===== config.mk =====
export PLATFORM = sky130hd
export DESIGN_NAME = spst_cell
export DESIGN_NICKNAME = d
export VERILOG_FILES = /design/src/rtl/core/spst_pkg.sv /design/src/rtl/core/spst_cell.sv
export SDC_FILE = /design/constraint.sdc
export NUM_CORES = 1
export LEC_CHECK = 0
export BUFFER_PORTS_ARGS = -buffer_cell sky130_fd_sc_hd__buf_2
export CORE_ASPECT_RATIO = 0.75
export CORE_MARGIN = 2
export CORE_UTILIZATION = 40
export DETAILED_ROUTE_END_ITERATION = 8
export HOLD_SLACK_MARGIN = 0.12
export PLACE_DENSITY = 0.74
export SLEW_MARGIN = 10
export SYNTH_ARGS = -nofsm -noshare
export SYNTH_HDL_FRONTEND = slang
export SYNTH_SLANG_ARGS = --single-unit

===== constraint.sdc =====
create_clock -name clk -period 3.5 [get_ports clk]
set_input_delay 0.7 -clock clk [delete_from_list [all_inputs] [get_ports clk]]
set_output_delay 0.7 -clock clk [all_outputs]
set_load 0.05 [all_outputs]

===== src/rtl/core/spst_pkg.sv =====
package spst_pkg;

  localparam int OP_W      = 2;
  localparam int PATH_W    = 10;
  localparam int ROW_W     = 10;
  localparam int IDX_W     = 8;
  localparam int STATUS_W  = 3;
  localparam int CNT_OUT_W = 9;
  localparam int KEY_W     = PATH_W + ROW_W;
  localparam int TDATA_W   = 32;

  localparam int CAPACITY_DEF = 256;
  localparam int GROUP_SIZE   = 16;

  localparam logic [OP_W-1:0] OP_INSERT     = 2'd0;
  localparam logic [OP_W-1:0] OP_DELETE     = 2'd1;
  localparam logic [OP_W-1:0] OP_READ       = 2'd2;
  localparam logic [OP_W-1:0] OP_READ_ALIAS = 2'd3;
  localparam int              OP_READ_BIT   = 1;

  typedef enum logic [STATUS_W-1:0] {
    ST_INSERTED  = 3'd0,
    ST_DUPLICATE = 3'd1,
    ST_INVALID   = 3'd2,
    ST_FULL      = 3'd3,
    ST_DELETED   = 3'd4,
    ST_NOTFOUND  = 3'd5,
    ST_READOK    = 3'd6,
    ST_BEYOND    = 3'd7
  } status_t;

  typedef struct packed {
    logic ins;
    logic del;
  } cell_cmd_t;

  typedef struct packed {
    logic eq;
    logic hit;
  } cell_flag_t;

  typedef struct packed {
    logic             eq;
    logic [KEY_W-1:0] key;
  } grp_sum_t;

endpackage


===== src/rtl/core/spst_cell.sv =====
module spst_cell import spst_pkg::*; #(
  parameter int CAPACITY = CAPACITY_DEF,
  parameter int IDX      = 0
) (
  input  logic                              clk,
  input  cell_cmd_t                         cmd,
  input  logic [KEY_W-1:0]                  probe,
  input  logic [IDX_W-1:0]                  rd_index,
  input  logic [$clog2(CAPACITY+1)-1:0]     count,
  input  logic [KEY_W-1:0]                  prev_key,
  input  logic [KEY_W-1:0]                  next_key,
  input  logic                              prev_lt,
  output logic [KEY_W-1:0]                  key,
  output logic                              lt,
  output cell_flag_t                        flag
);

  localparam int CW  = $clog2(CAPACITY + 1);
  localparam int IW  = (CAPACITY > 1) ? $clog2(CAPACITY) : 1;
  localparam int CIW = (IW > IDX_W) ? IW : IDX_W;

  logic valid;

  assign valid    = CW'(IDX) < count;
  assign lt       = valid && (key < probe);
  assign flag.eq  = valid && (key == probe);
  assign flag.hit = valid && (CIW'(rd_index) == CIW'(IDX));

  // insert: entries above the slot move up one; delete: entries from the slot move down
  always_ff @(posedge clk) begin
    if (cmd.ins && !lt) begin
      key <= prev_lt ? probe : prev_key;
    end else if (cmd.del && !lt) begin
      key <= next_key;
    end
  end

endmodule


==> metrics.txt <==
area occupied by multi-input gates=1060 um^2; clock slew at reported path FFs=0.07 ns; # DRC=0; hold_ws=0.741 ns; post-synth net total=250; deepest clock path buffer count=2; cts bufs inserted=3; full die area=4970 um^2; WP data arrival=2.46 ns; Crit Path Max Fanout=4; main combinational cell family by area after synthesis=multiplexers; critical path data required time=2.80 ns; hold buffer count at cts=0; r2r startpoint=key[19]$_DFFE_PP_; routability congestion estimate=0.850; CP startpoint=probe[19]; Post-Synth XOR/XNOR Area=0%; H-Tree Depth=1; Unique masters post-synth=27; slew margin rel.=67.7%; Sink Count=20; HPWL Detailed=3.57 mm; total global-route track usage=17.8%; Crit Path Class=in2out; WHS Path Cells=2; biggest regs=key (20); Row Count=20; leading area contributor after synthesis=edfxtp_1; #FFs+latches synth=20; commonest non-fill, non-tap cell in the layout=buf_2; FF+latch area=601 um^2; Filler Cell Count=385; Pre-antenna DRT Iters=4; clk root buf=clkbuf_8; post-DR wirelength/cell=13.7 um; Max stage delay cell, worst path=nor4_2; critical path's most frequent cell=buf_2; Final ANT Viol Nets=0; Post-Synth Adder-Cell Area=14.2%; Place WS=0.346 ns; largest net degree at the start of global routing=21; skew final=0.00243 ns; initial antenna violation count=0; CP Cell Sequence=buf_2 -> inv_1 -> ha_1 -> nand4_2 -> nor4_2 -> o21ai_1 -> and4_2 -> buf_2; largest register by flop count=key; Die Y=61.6 um; cell area power density=376 nW/um^2; slowest cell delay on critical path=0.43 ns; RSZ-0062 raised after global routing=no; Worst Reg2Reg Path Length in Cells=7; Final Setup Violations=0; setup_tns=0 ns; most frequent cells in the layout=buf_2, inv_1; layout cell share with drive strength beyond 1=61.0%; final setup margin=0.340 ns; max reg flops=20; cell area after synthesis=1770 um^2; n_diodes=0; CTS tree=done; status=complete, no violations; post-CTS setup repair buffer count=0; largest cells by area after synthesis=edfxtp_1, mux2_4, ha_1, mux2_2, inv_1; area fraction in compound gates after synthesis=6.73%; Synth Warn #=0; vias in the first global route=1585; type of origin of the critical path=input pin; Seq/Total Area, Yosys=34.0%; Tcrit/Tclk final=90.3%; Vias=1530; Setup crit end kind=primary output; first-pass GRT wire length=6.67 mm; R2R Path End=key[14]$_DFFE_PP_; max-cap viol count=0; Syn Area/Cell=11.9 um^2; Vias per Instance=4.95; Simple-Gate Fraction of Synth Area=8.43%; IO Port Bufs=103; max frequency=316 MHz; Nets=357; routed wire length=4.24 mm; final total power=899 uW; Hold Crit Class=in2reg; post-CTS sizing=0; area grow syn2layout=35.2%; worst vdd ir=202 uV; Slew @ Worst Pin=0.485 ns; Worst setup endpoint=lt; gr ovfl total=0; clk_lat worst skew=0.25 ns; Ports=104; Synth Instances=149; post-synthesis mux area share=29.7%; Core ar.=4150 um^2; max-slew violations=0; final hold vios=0; drt first-iter violations=24; share of the synthesized area in the top cell type=34.0%; FF-to-FF setup slack=0.87 ns; initial core utilization=42.5%; Core Util, Final=57.5%; Final min period=3.16 ns; Die X=80.7 um; P_leak=1.22 nW
[through the flow]
stage | std cells | area (um^2)
after global placement | 306 | 2350
after floorplan | 149 | 1770
after global routing | 309 | 2390
after detailed placement | 306 | 2350
after CTS | 309 | 2390
final | 309 | 2390
[per-layer routing]
layer / vias up / wire, um / global-route usage, %
met5: - / 0 / 0
met4: 0 / 31 / 3.87
met3: 4 / 384 / 4.55
met2: 72 / 2100 / 35.7
met1: 694 / 1730 / 19.3
li1: 760 / - / -
[Yosys cell counts]
cell type,n
nand3_1,1
ha_1,20
nor4_1,3
edfxtp_1,20
nand2b_1,1
a22oi_1,1
mux2_4,20
and3_1,1
a21o_1,3
inv_1,22
a31oi_1,1
buf_6,2
o21a_1,1
a2bb2oi_1,1
nand4_1,2
and4_2,1
nor2_1,4
a21oi_1,7
o21ai_1,1
nand4_2,2
mux2_2,20
a41oi_2,1
nor3_1,3
nor4_2,1
nand2_1,6
dlygate4sd1_1,2
o21ai_0,2
[worst max-delay path, delay by kind of cell]
family,cells,cell delay (ns)
AO/OA/AOI/OAI,1,0.22
adder cells (fa/ha/maj),1,0.30
buffers and inverters,3,0.34
AND/OR/NAND/NOR,3,0.87
[cells by family after synthesis]
| family | Yosys count |
|---|---|
| compound gates | 18 |
| fa+ha+maj | 20 |
| buf+inv | 26 |
| flops | 20 |
| mux | 40 |
| simple gates | 25 |
[where the power goes]
| group | total (mW) | internal [mW] | switching, mW |
|---|---|---|---|
| combinational | 0.420 | 0.170 | 0.251 |
| sequential | 0.329 | 0.311 | 0.0174 |
| clock | 0.150 | 0.0766 | 0.0737 |
| total | 0.899 | 0.558 | 0.342 |
[layout make-up]
| cell class | instances | area share [%] |
|---|---|---|
| tap | 55 | 2.88 |
| sequential | 20 | 25.1 |
| timing repair buffer | 106 | 22.5 |
| inverter | 22 | 3.46 |
| multi-input combinational | 103 | 44.3 |
| clock buffer | 3 | 1.73 |
[how the worst min path moves through the flow]
stage               slack, ns          from           endpoint
floorplan                0.92   next_key[0]   key[0]$_DFFE_PP_
global placement         1.00  next_key[10]  key[10]$_DFFE_PP_
detailed placement       1.00  next_key[10]  key[10]$_DFFE_PP_
CTS                      0.74   next_key[9]   key[9]$_DFFE_PP_
global route             0.73   next_key[9]   key[9]$_DFFE_PP_
finish                   0.74  next_key[16]  key[16]$_DFFE_PP_
(Power assumes the default switching activity.)
