<file path="src/rtl/core/spst_pkg.sv">
package spst_pkg;

  localparam int OP_W      = 2;
  localparam int PATH_W    = 10;
  localparam int ROW_W     = 10;
  localparam int IDX_W     = 8;
  localparam int STATUS_W  = 3;
  localparam int CNT_OUT_W = 9;
  localparam int KEY_W     = PATH_W + ROW_W;
  localparam int TDATA_W   = 32;

  localparam int CAPACITY_DEF = 256;
  localparam int GROUP_SIZE   = 16;

  localparam logic [OP_W-1:0] OP_INSERT     = 2'd0;
  localparam logic [OP_W-1:0] OP_DELETE     = 2'd1;
  localparam logic [OP_W-1:0] OP_READ       = 2'd2;
  localparam logic [OP_W-1:0] OP_READ_ALIAS = 2'd3;
  localparam int              OP_READ_BIT   = 1;

  typedef enum logic [STATUS_W-1:0] {
    ST_INSERTED  = 3'd0,
    ST_DUPLICATE = 3'd1,
    ST_INVALID   = 3'd2,
    ST_FULL      = 3'd3,
    ST_DELETED   = 3'd4,
    ST_NOTFOUND  = 3'd5,
    ST_READOK    = 3'd6,
    ST_BEYOND    = 3'd7
  } status_t;

  typedef struct packed {
    logic ins;
    logic del;
  } cell_cmd_t;

  typedef struct packed {
    logic eq;
    logic hit;
  } cell_flag_t;

  typedef struct packed {
    logic             eq;
    logic [KEY_W-1:0] key;
  } grp_sum_t;

endpackage

</file>
<file path="src/rtl/core/spst_group.sv">
module spst_group import spst_pkg::*; #(
  parameter int SIZE = GROUP_SIZE
) (
  input  logic             clk,
  input  cell_flag_t       flags [SIZE],
  input  logic [KEY_W-1:0] keys  [SIZE],
  output grp_sum_t         sum
);

  grp_sum_t acc;

  always_comb begin
    acc = '0;
    for (int i = 0; i < SIZE; i++) begin
      acc.eq  = acc.eq | flags[i].eq;
      acc.key = acc.key | (flags[i].hit ? keys[i] : '0);
    end
  end

  always_ff @(posedge clk) begin
    sum <= acc;
  end

endmodule

</file>
<file path="config.mk">
export PLATFORM = sky130hd
export DESIGN_NAME = spst_group
export DESIGN_NICKNAME = d
export VERILOG_FILES = /design/src/rtl/core/spst_pkg.sv /design/src/rtl/core/spst_group.sv
export SDC_FILE = /design/constraint.sdc
export NUM_CORES = 1
export LEC_CHECK = 0
export ABC_AREA = 1
export BUFFER_PORTS_ARGS = -buffer_cell sky130_fd_sc_hd__buf_2
export CAP_MARGIN = 20
export CORE_AREA = 3 3 144 146
export CTS_CLUSTER_SIZE = 8
export DETAILED_ROUTE_END_ITERATION = 8
export DIE_AREA = 0 0 147 149
export HOLD_SLACK_MARGIN = 0.15
export PLACE_DENSITY_LB_ADDON = 0.1
export SYNTH_ARGS = -nofsm -noshare
export SYNTH_HDL_FRONTEND = slang
export SYNTH_SLANG_ARGS = --single-unit
</file>
<file path="constraint.sdc">
create_clock -name clk -period 2.4 [get_ports clk]
set_clock_uncertainty 0.15 [all_clocks]
set_input_delay 0.24 -clock clk [delete_from_list [all_inputs] [get_ports clk]]
set_output_delay 0.24 -clock clk [all_outputs]
set_load 0.01 [all_outputs]
</file>
==> results of run 1 <==
==> path summary, 6_finish.rpt <==
check	end	slack (ns)	cells past startpoint
worst min-delay path	sum[6]	0.15	5
worst max-delay path	sum[20]	0.07	8
==> layer usage <==
| layer | vias to the layer above | track usage | wire, um |
|---|---|---|---|
| li1 | 2968 | - | - |
| met1 | 2199 | 0.205 | 8000 |
| met2 | 218 | 0.302 | 9710 |
| met3 | 21 | 0.0213 | 1420 |
| met4 | 0 | 0.0461 | 375 |
| met5 | - | 0 | 0 |
==> synth_stat cells, drive strengths merged <==
library cell  count  area (um^2)
buf              31          255
nand4            20          125
nor2             50          188
nand2           525         1970
inv             120          450
dfxtp            21          420
clkbuf            1         7.51
==> report_power, final <==
group	internal, mW	switching (mW)	total (mW)
clock	0.227	0.143	0.370
sequential	0.352	0.000906	0.353
combinational	0.393	0.405	0.798
total	0.972	0.548	1.52
==> final cells by class <==
type	instances	area share
clock buffer	4	0.0135
antenna	5	0.00214
timing repair buffer	412	0.387
sequential	21	0.0721
inverter	120	0.0772
multi-input combinational	595	0.391
tap	265	0.0568
==> worst min-delay path: cells and delay by family <==
family	cells	cell delay, ns
buffers and inverters	1	0.07
and+or+nand+nor	4	0.21
==> layout by cell type, fill, tap and decap left out <==
master	synthesis	routed
dlygate4sd3_1	0	39
dfxtp_1	21	21
diode_2	0	5
buf_2	9	373
clkbuf_16	0	3
nor2_1	50	50
nand4_1	20	20
inv_1	120	120
nand2_1	525	525
clkbuf_1	0	1
==> cells by family (layout without fill, tap and decap cells) <==
family | Yosys count | in the layout
DFF | 21 | 21
other | 0 | 5
and+or+nand+nor | 595 | 595
buffers and inverters | 152 | 536
==> reports/qor.yml, run 1 <==
run_status:
  status: "completed"
final_layout:
  regMostFlops: "sum"
  post-route-util: 0.299
  largest_reg_flops: 21
  drive_gt1_frac: 0.326
  reg_top3: "sum (21)"
  syn_to_final_growth_pct: 70.7
  n_fill_cell: 2354
  multi_input_area_um2: 2280
  area.sequential_um2: 420
  fin_area_um2: 5830
  num-nets-final: 1506
  fin_cells: 1422
timing:
  hold_ws_ns: 0.148
  setup_slack_ns: 0.0730
  min_period_ns: 2.33
  setup_tns_ns: 0
  final_hold_viol_count: 0
  rsz0062_at_grt: "false"
  worst_pin_slew_ns: 0.506
  drv_slew: 0
  timing.final.crit_share: 0.970
  maxSlewHeadroom: 0.663
  max_freq_mhz: 430
  setup_violations: 0
detailed_routing:
  drt_pass1_iterations: 4
  routed_wl_um: 19500
  drc: 0
  drtIter0Drc: 129
  drtAntennaViolNets: 0
  vias: 5406
  wl_per_cell_um: 13.7
  avgViaCountPerCell: 3.80
worst_setup_path:
  worstPathCellList: "dlygate4sd3_1, buf_2, nor2_1, dlygate4sd3_1, nand2_1, dlygate4sd3_1, nor2_1, nand2_1"
  crit_path_top_delay_cell: "dlygate4sd3_1"
  cp-end-kind: "flip-flop"
  cp_top_family: "buffers and inverters"
  crit_fanout: 1
  worstPathArrival_ns: 2.33
  worstSetupStartpointType: "input pin"
  crit_top_cell: "dlygate4sd3_1"
  cp.buffers_inverters: 4
  startpoint: "flags[21]"
  slowest_delay_ns: 0.58
  crit_required_ns: 2.40
  crit_type: "input pin to flip-flop"
power:
  power_mw: 1.52
  p_leak_nw: 3.87
  pwr_density_cell_nw_per_um2: 261
  peakVddDrop_mv: 0.200
cts:
  cts_buffer_depth: 2
  cts-root-buf: "clkbuf_16"
  cts_tree: "yes"
  hold_buffers: 39
  clkSlewWorstSetupHoldPaths_ns: 0.06
  cts_resized: 0
  htreeDepth: 1
  cts_sinks: 21
  numCtsBuffers: 3
  cts_setup_buffers: 0
global_route:
  grt_max_degree: 21
  grt_pass1_wl_um: 28200
  track_usage: 0.166
  antenna_found_initial: 5
  grt_pass1_vias: 5278
  grt_overflow: 0
logic_synthesis:
  syn-cell-area_um2: 3420
  synth_top_family_by_area: "simple AND/OR/NAND/NOR gates"
  syn-num-nets: 1121
  synth-xor-area-share: 0
  postSynthCellCount: 768
  synthDistinctLibCells: 9
  yosysWarnings: 0
  ys_seq_area_frac: 0.123
  avgSynthCellArea_um2: 4.45
  synth-seq-cells: 21
  synth.mux.area_fraction: 0
  synth_fa_ha_area_frac: 0
  synthSimpleGateAreaFrac: 0.668
  synth-compound-area-share: 0
placed_design:
  port_buffers: 373
  hpwl_um: 16400
  place_area_um2: 5350
  place_ws_ns: 0.942
  gp_congestion: 0.792
  dp_cells: 1374
floorplanning:
  core.rowCount: 51
  pin_count: 374
  die_w_um: 147
  fp.coreArea_um2: 19500
  die_area_um2: 21900
  die_h_um: 149
  start_util: 0.175
job:
  cap_violations: 0
min_path:
  hold_class: "input pin to flip-flop"
  hp-start: "keys[306]"
(Power assumes the default switching activity.)
==> run 2: changes to the inputs <==
Settings changed: CELL_PAD_IN_SITES_DETAIL_PLACEMENT set to 0, CELL_PAD_IN_SITES_GLOBAL_PLACEMENT set to 1.
==> run 2 against run 1 <==
Against the previous run: hold slack got worse by 0.0031 ns; sequential power about the same; largest power group unchanged; via count is 0.13% higher; global-route usage up 0.71 points; die area unchanged; clock-buffer cell count did not move; critical path depth stayed put; combinational power fell by 0.6%; critical endpoint unchanged; largest cell class unchanged; non-clock buffer count decreased by 2.
==> reports/qor.yml, run 2 (same netlist as run 1, synthesis figures left out) <==
power:
  clkPwrFrac: 0.247  # was 0.243
  pwr_density_cell_nw_per_um2: 262  # was 261 nW/um^2
  switching_share: 0.363  # was 0.361
  share_seq_of_total_power: 0.232  # about the same
  power_mw: 1.52  # about the same
  intPower_mw: 0.970  # was 0.972 mW
  peakVddDrop_mv: 0.188  # was 0.200 mV
  p_leak_nw: 3.86  # was 3.87 nW
  pwr-share-comb: 0.521  # was 0.525
  power_switching_mw: 0.552  # was 0.548 mW
final_layout:
  post-route-util: 0.298  # was 0.299
  syn_to_final_growth_pct: 70.1  # was 70.7%
  largest_reg_flops: 21  # unchanged
  num-nets-final: 1504  # was 1506
  regMostFlops: "sum"  # unchanged
  reg_top3: "sum (21)"  # unchanged
  final_common_cell: "nand2_1"  # unchanged
  drive_gt1_frac: 0.327  # was 0.326
  final_cell_mix: "525 x nand2_1, 373 x buf_2, 120 x inv_1"  # unchanged
cts:
  cts-root-buf: "clkbuf_16"  # unchanged
  cts_setup_buffers: 0  # unchanged
  htreeDepth: 1  # unchanged
  cts_tree: "yes"  # unchanged
  cts_buffer_depth: 2  # unchanged
  cts_resized: 0  # unchanged
  numCtsBuffers: 3  # unchanged
  clkSlewWorstSetupHoldPaths_ns: 0.07  # was 0.06 ns
  cts_sinks: 21  # unchanged
  hold_buffers: 37  # was 39
detailed_routing:
  routed_wl_um: 19900  # was 19500 um
  maxUsedRoutingLayer: "met4"  # unchanged
  drtAntennaViolNets: 0  # unchanged
  drc: 0  # unchanged
  wl_met2_um: 9850  # was 9710 um
  vias: 5413  # was 5406
  wl_met1_um: 8150  # was 8000 um
  drt_pass1_iterations: 4  # unchanged
  routed-wl-met3_um: 1640  # was 1420 um
  drtIter0Drc: 164  # was 129
  wl_per_cell_um: 14.0  # was 13.7 um
  avgViaCountPerCell: 3.81  # was 3.80
timing:
  min_period_ns: 2.29  # was 2.33 ns
  max_freq_mhz: 436  # was 430 MHz
  maxSlewHeadroom: 0.682  # was 0.663
  hold_ws_ns: 0.145  # was 0.148 ns
  setup_tns_ns: 0  # unchanged
  setup_violations: 0  # unchanged
  final_hold_viol_count: 0  # unchanged
  worst_pin_slew_ns: 0.477  # was 0.506 ns
  rsz0062_at_grt: "false"  # unchanged
  timing.final.crit_share: 0.955  # was 0.970
  drv_slew: 0  # unchanged
global_route:
  antenna_found_initial: 4  # was 5
  grt_overflow: 0  # unchanged
  grt_max_degree: 21  # unchanged
  track_usage: 0.173  # was 0.166
  grt_pass1_vias: 5570  # was 5278
  grt_pass1_wl_um: 29700  # was 28200 um
worst_setup_path:
  cp-end-kind: "flip-flop"  # unchanged
  crit_fanout: 1  # unchanged
  cp_top_family: "buffers and inverters"  # unchanged
  crit_type: "input pin to flip-flop"  # unchanged
  worstSetupStartpointType: "input pin"  # unchanged
  cp.buffers_inverters: 4  # unchanged
  crit_required_ns: 2.41  # was 2.40 ns
  crit_top_cell: "dlygate4sd3_1"  # unchanged
  slowest_delay_ns: 0.56  # was 0.58 ns
  worstPathArrival_ns: 2.30  # was 2.33 ns
  worstPathCellList: "dlygate4sd3_1, buf_2, nor2_1, dlygate4sd3_1, nand2_1, dlygate4sd3_1, nor2_1, nand2_1"  # unchanged
  crit_path_top_delay_cell: "dlygate4sd3_1"  # unchanged
placed_design:
  port_buffers: 373  # unchanged
  hpwl_um: 17000  # was 16400 um
  gp_congestion: 0.787  # was 0.792
run_status:
  status: "completed"  # unchanged
floorplanning:
  core.rowCount: 51  # unchanged
  die_h_um: 149  # unchanged
  fp.coreArea_um2: 19500  # unchanged
  start_util: 0.175  # unchanged
  die_area_um2: 21900  # unchanged
  die_w_um: 147  # unchanged
  pin_count: 374  # unchanged
job:
  cap_violations: 0  # unchanged
min_path:
  hold_class: "input pin to flip-flop"  # unchanged
==> run 2: final timing paths <==
kind / from / to / slack [ns] / cells past startpoint
worst max-delay path: flags[31] / sum[20] / 0.11 / 8
worst min-delay path: keys[282] / sum[2] / 0.14 / 5
==> run 2: per-layer routing <==
metal | track usage | vias up
met5 | 0 | -
met4 | 0.0438 | 0
met3 | 0.0428 | 12
met2 | 0.320 | 206
met1 | 0.198 | 2235
li1 | - | 2960
==> run 2: power by group through the flow <==
| stage | registers, mW | logic [mW] | clock network (mW) |
|---|---|---|---|
| floorplan | 0.363 | 0.378 | 0 |
| global placement | 0.361 | 0.753 | 0 |
| detailed placement | 0.361 | 0.751 | 0 |
| CTS | 0.353 | 0.807 | 0.393 |
| global route | 0.353 | 0.922 | 0.401 |
| finish | 0.353 | 0.793 | 0.376 |
==> run 2: final cells by class <==
type / count / area [um^2]
well taps: 265 / 332
diodes: 4 / 10.0
multi-input cells: 595 / 2280
repair buffers: 410 / 2240
clock buffers: 4 / 78.8
inverters: 120 / 450
flip-flops and latches: 21 / 420
fillers: 2351 / 13700
==> run 2: through the flow <==
stage | setup WS [ns] | instance area [um^2] | instances
floorplan | 1.45 | 3420 | 768
global placement | 1.02 | 5350 | 1374
detailed placement | 1.04 | 5350 | 1374
CTS | 0.138 | 5800 | 1415
global route | 0.0536 | 5810 | 1419
finish | 0.108 | 5810 | 1419
